## src/rtl/wmf_pkg.sv

```systemverilog
package wmf_pkg;

    localparam int MAX_LINE   = 1024;
    localparam int ADDR_BITS  = $clog2(MAX_LINE);
    localparam int PIXEL_BITS = 16;
    localparam int LEN_BITS   = 11;
    localparam int LINES_BITS = 21;
    localparam int WGT_BITS   = 8;
    localparam int POS_BITS   = 31;
    localparam int MAX_LINES  = 1048576;

    // divisor is weight plus up to eight neighbors
    localparam int CNT_BITS   = WGT_BITS + 1;
    // magnitude of the weighted sum is at most (255 + 8) * 2^(PIXEL_BITS-1)
    localparam int DIV_BITS   = PIXEL_BITS + CNT_BITS - 1;
    localparam int STEP_BITS  = $clog2(DIV_BITS + 1);
    localparam int CHK_BITS   = 64;

    localparam logic [1:0] REG_LINE_LENGTH   = 2'd0;
    localparam logic [1:0] REG_LINE_COUNT    = 2'd1;
    localparam logic [1:0] REG_CENTRE_WEIGHT = 2'd2;

    typedef struct packed {
        logic                      start;
        logic [DIV_BITS-1:0]       dividend;
        logic [CNT_BITS-1:0]       divisor;
    } div_req_t;

    typedef struct packed {
        logic                      done;
        logic [DIV_BITS-1:0]       quotient;
    } div_rsp_t;

endpackage

```

## src/rtl/wmf_div.sv

```systemverilog
module wmf_div
(
    input  logic              clk,
    input  logic              rst_n,
    input  wmf_pkg::div_req_t req,
    output wmf_pkg::div_rsp_t rsp
);

    logic                              busy_reg, busy_next;
    logic                              done_reg, done_next;
    logic [wmf_pkg::STEP_BITS-1:0]     step_reg, step_next;
    logic [wmf_pkg::DIV_BITS-1:0]      quo_reg, quo_next;
    logic [wmf_pkg::CNT_BITS:0]        rem_reg, rem_next;
    logic [wmf_pkg::CNT_BITS-1:0]      dvs_reg, dvs_next;
    logic [wmf_pkg::CNT_BITS:0]        rem_sh;
    logic                              ge;

    assign rem_sh = {rem_reg[wmf_pkg::CNT_BITS-1:0], quo_reg[wmf_pkg::DIV_BITS-1]};
    assign ge     = rem_sh >= {1'b0, dvs_reg};

    always_comb
    begin
        busy_next = busy_reg;
        done_next = 1'b0;
        step_next = step_reg;
        quo_next  = quo_reg;
        rem_next  = rem_reg;
        dvs_next  = dvs_reg;
        if (req.start)
        begin
            busy_next = 1'b1;
            step_next = wmf_pkg::STEP_BITS'(wmf_pkg::DIV_BITS);
            quo_next  = req.dividend;
            rem_next  = '0;
            dvs_next  = req.divisor;
        end
        else if (busy_reg)
        begin
            // restoring division, one quotient bit per cycle
            rem_next  = ge ? rem_sh - {1'b0, dvs_reg} : rem_sh;
            quo_next  = {quo_reg[wmf_pkg::DIV_BITS-2:0], ge};
            step_next = step_reg - 1'b1;
            if (step_reg == wmf_pkg::STEP_BITS'(1))
            begin
                busy_next = 1'b0;
                done_next = 1'b1;
            end
        end
    end

    always_ff @(posedge clk or negedge rst_n)
    begin
        if (!rst_n)
        begin
            busy_reg <= 1'b0;
            done_reg <= 1'b0;
            step_reg <= '0;
        end
        else
        begin
            busy_reg <= busy_next;
            done_reg <= done_next;
            step_reg <= step_next;
        end
    end

    always_ff @(posedge clk)
    begin
        quo_reg <= quo_next;
        rem_reg <= rem_next;
        dvs_reg <= dvs_next;
    end

    assign rsp.done     = done_reg;
    assign rsp.quotient = quo_reg;

endmodule

```

## config.mk

```make
export PLATFORM = sky130hd
export DESIGN_NAME = wmf_div
export DESIGN_NICKNAME = d
export VERILOG_FILES = /design/src/rtl/wmf_pkg.sv /design/src/rtl/wmf_div.sv
export SDC_FILE = /design/constraint.sdc
export NUM_CORES = 1
export LEC_CHECK = 0
export BUFFER_PORTS_ARGS = -buffer_cell sky130_fd_sc_hd__buf_2
export CAP_MARGIN = 20
export CORE_ASPECT_RATIO = 0.9
export CORE_MARGIN = 3
export CORE_UTILIZATION = 32
export DETAILED_ROUTE_END_ITERATION = 16
export GPL_ROUTABILITY_DRIVEN = 0
export MAX_ROUTING_LAYER = met4
export REMOVE_ABC_BUFFERS = 1
export SLEW_MARGIN = 10
export SYNTH_ARGS = -nofsm -noshare
export SYNTH_HDL_FRONTEND = slang
export SYNTH_SLANG_ARGS = --single-unit
export TNS_END_PERCENT = 1
```

## constraint.sdc

```tcl
create_clock -name clk -period 2.1 [get_ports clk]
set_input_delay 0.105 -clock clk [delete_from_list [all_inputs] [get_ports clk]]
set_output_delay 0.105 -clock clk [all_outputs]
set_load 0.01 [all_outputs]
```

==> run metrics <==
depth of the CTS H-tree 2; pwr/cell area 969 nW/um2; CTS tree yes; Synth cell types 45; clock skew 0.0135 ns; Clock Latency Late Sink 0.31 ns; Ys Warns 0; drc violations 0; vias in the first global route 1,891; remaining antenna violation count 0; Horiz. Die Dim 99.5 um; FILL cells 742; Mapped Area 2520 um2; worst slew pin tran 0.564 ns; crit end category flop; Mapped Cells 199; DP HPWL 3800 um; Max-cap violations 0; clk root buf clkbuf_8; failing checks negative setup slack; Setup-failing EPs final 10; mux cell area share after synthesis 13.6%; final hold vios 0; Avg Inst Size Synth 12.7 um2; Num CTS Buffers 5; row count 30; Synth Area in Compound Gates 10.2%; most frequent cells in the layout buf_2 (60), edfxtp_1 (33), mux2_2 (25); share of layout cells above drive strength 1 43.5%; via/cell ratio 4.77; ant diodes 0; CP Data Required Time 2.17 ns; final worst path period need 2.28 ns; area grow syn2layout 28.9%; main combinational cell family by area after synthesis multiplexers; outcome finished with violations; wire per inst 13.6 um; CP arrival 2.35 ns; die height 90.2 um; global-route wire length before repair 8890 um; First DRT Iteration DRCs 43; pin count of the biggest net entering global routing 26; worst slack at placement -0.178 ns; Tcrit/Tclk final 108%; worst vdd ir 0.395 mV; fin. max-slew vios 0; Rel. slew slack 62.4%; First-pass DRT Iterations 4; critical path fanouts, max 8; GRT overflow 0; Max Fclk 439 MHz; routed wire length 5180 um; sequential fraction of the synthesis area 53.4%; CTS max path bufs 2; Largest register FFs 24; Crit Path Class reg -> reg; register clock-pin slew on the reported worst setup and hold paths 0.10 ns; EDFF count, synth 33; asr flop ratio synth 14.3%; most common cell after layout, fill and taps aside buf_2; RSZ-0062 raised after global routing true; initial core utilization 33.2%; setup TNS -0.870 ns; Core Box Area 7580 um2; I/O pins 61; input/output buffers 60; Synth Area in Adders 6.26%; Synth Area in XOR/XNOR 2.78%; Worst Setup Slack, final -0.178 ns; Leakage Power 0.00138 uW; # nets final 332; number of synthesized register bits 49; Reg area 1350 um2; hold crit path type in -> reg; total clock sinks 49; CP startpoint kind flop; area taken by multi-input logic gates 1110 um2; via count 1,816; initial antenna violation count 0; simple-gate share of the synthesized area 10.2%; Post-synth top flop edfxtp_1; total track usage 12.5%; die area 8980 um2
## power by group
part	internal (uW)	total, uW	switching, uW
registers	1200	1310	111
logic	635	1260	628
clock network	238	571	333
## kinds of logic after synthesis
family | count (synthesis)
buffers and inverters | 23
DFF | 49
adders and majority gates | 12
xor gates and xnor gates | 8
and+or+nand+nor | 45
AOI/OAI and AO/OA | 31
muxes | 31
## worst paths after layout
check | start | end | slack, ns | cells past startpoint
max in group asynchronous | rst_n | busy_reg | 1.78 | 2
min in group asynchronous | rst_n | step_reg[3] | 0.16 | 2
max | quo_reg[23] | quo_reg[0] | -0.18 | 8
min | req[11] | quo_reg[2] | 0.09 | 2
max reg2reg | quo_reg[23] | quo_reg[0] | -0.18 | 8
min reg2reg | rem_reg[2] | rem_reg[2] | 0.50 | 2
## synthesized netlist by cell type, types with 2 or more instances
| master | number | share of area (%) |
|---|---|---|
| mux2_2 | 25 | 11 |
| nand3_1 | 3 | 0.60 |
| ha_1 | 11 | 5.5 |
| mux2i_1 | 6 | 2.4 |
| a211oi_2 | 2 | 0.99 |
| edfxtp_1 | 33 | 39 |
| xor2_1 | 4 | 1.4 |
| nor2_1 | 14 | 2.1 |
| inv_1 | 14 | 2.1 |
| a21oi_1 | 6 | 1.2 |
| a21o_1 | 2 | 0.60 |
| clkbuf_1 | 8 | 1.2 |
| dfxtp_1 | 9 | 7.1 |
| nor3b_1 | 2 | 0.60 |
| a311oi_1 | 3 | 1.0 |
| nand2_1 | 6 | 0.89 |
| nand2b_1 | 5 | 1.2 |
| o211ai_1 | 2 | 0.60 |
| dfrtp_1 | 7 | 7.0 |
| a211oi_1 | 5 | 1.5 |
| nor3_1 | 4 | 0.79 |
| xnor2_1 | 4 | 1.4 |
| o31ai_1 | 2 | 0.60 |
## metrics by stage
step / power (uW) / std cells / hold slack, ns / area, um2 / util [%]
3_5_place_dp: 2540 / 361 / -0.0537 / 3020 / 39.8
2_1_floorplan: 2140 / 190 / -0.191 / 2480 / -
5_1_grt: 3360 / 381 / 0.0857 / 3250 / 42.8
3_3_place_gp: 2520 / 361 / -0.0518 / 3020 / 39.8
6_report: 3150 / 381 / 0.0922 / 3250 / 42.8
4_1_cts: 3140 / 380 / 0.0848 / 3210 / 42.4
## area by class of cell
class	count	area share (%)
repair buffers	87	16.3
multi-input cells	127	34.2
clock inverters	2	0.501
clock buffers	6	2.23
well taps	96	3.70
inverters	14	1.62
flip-flops and latches	49	41.4
## metal layers
metal / track usage, % / part of all wire, %
met1: 18.2 / 50
met5: - / 0
met2: 17.3 / 43
met3: 2.87 / 5.5
met4: 3.41 / 1.0
## timing repair
item / CTS / global route
buffers inserted: 1 / 1
hold buffers: 10 / 0
setup endpoints to repair: 10 / 10
gates resized for setup: 1 / 5
hold endpoints to repair: 16 / 0
pin swaps: 7 / 4
## worst max-delay path, stage by stage, from the launching register on
cell,delay (ns)
edfxtp_1,0.41
inv_1,0.07
ha_1,0.15
inv_1,0.05
fa_2,0.36
a211oi_2,0.23
o31a_1,0.29
o211ai_4,0.17
mux2_2,0.31
Power figures use the tool's default switching activity.
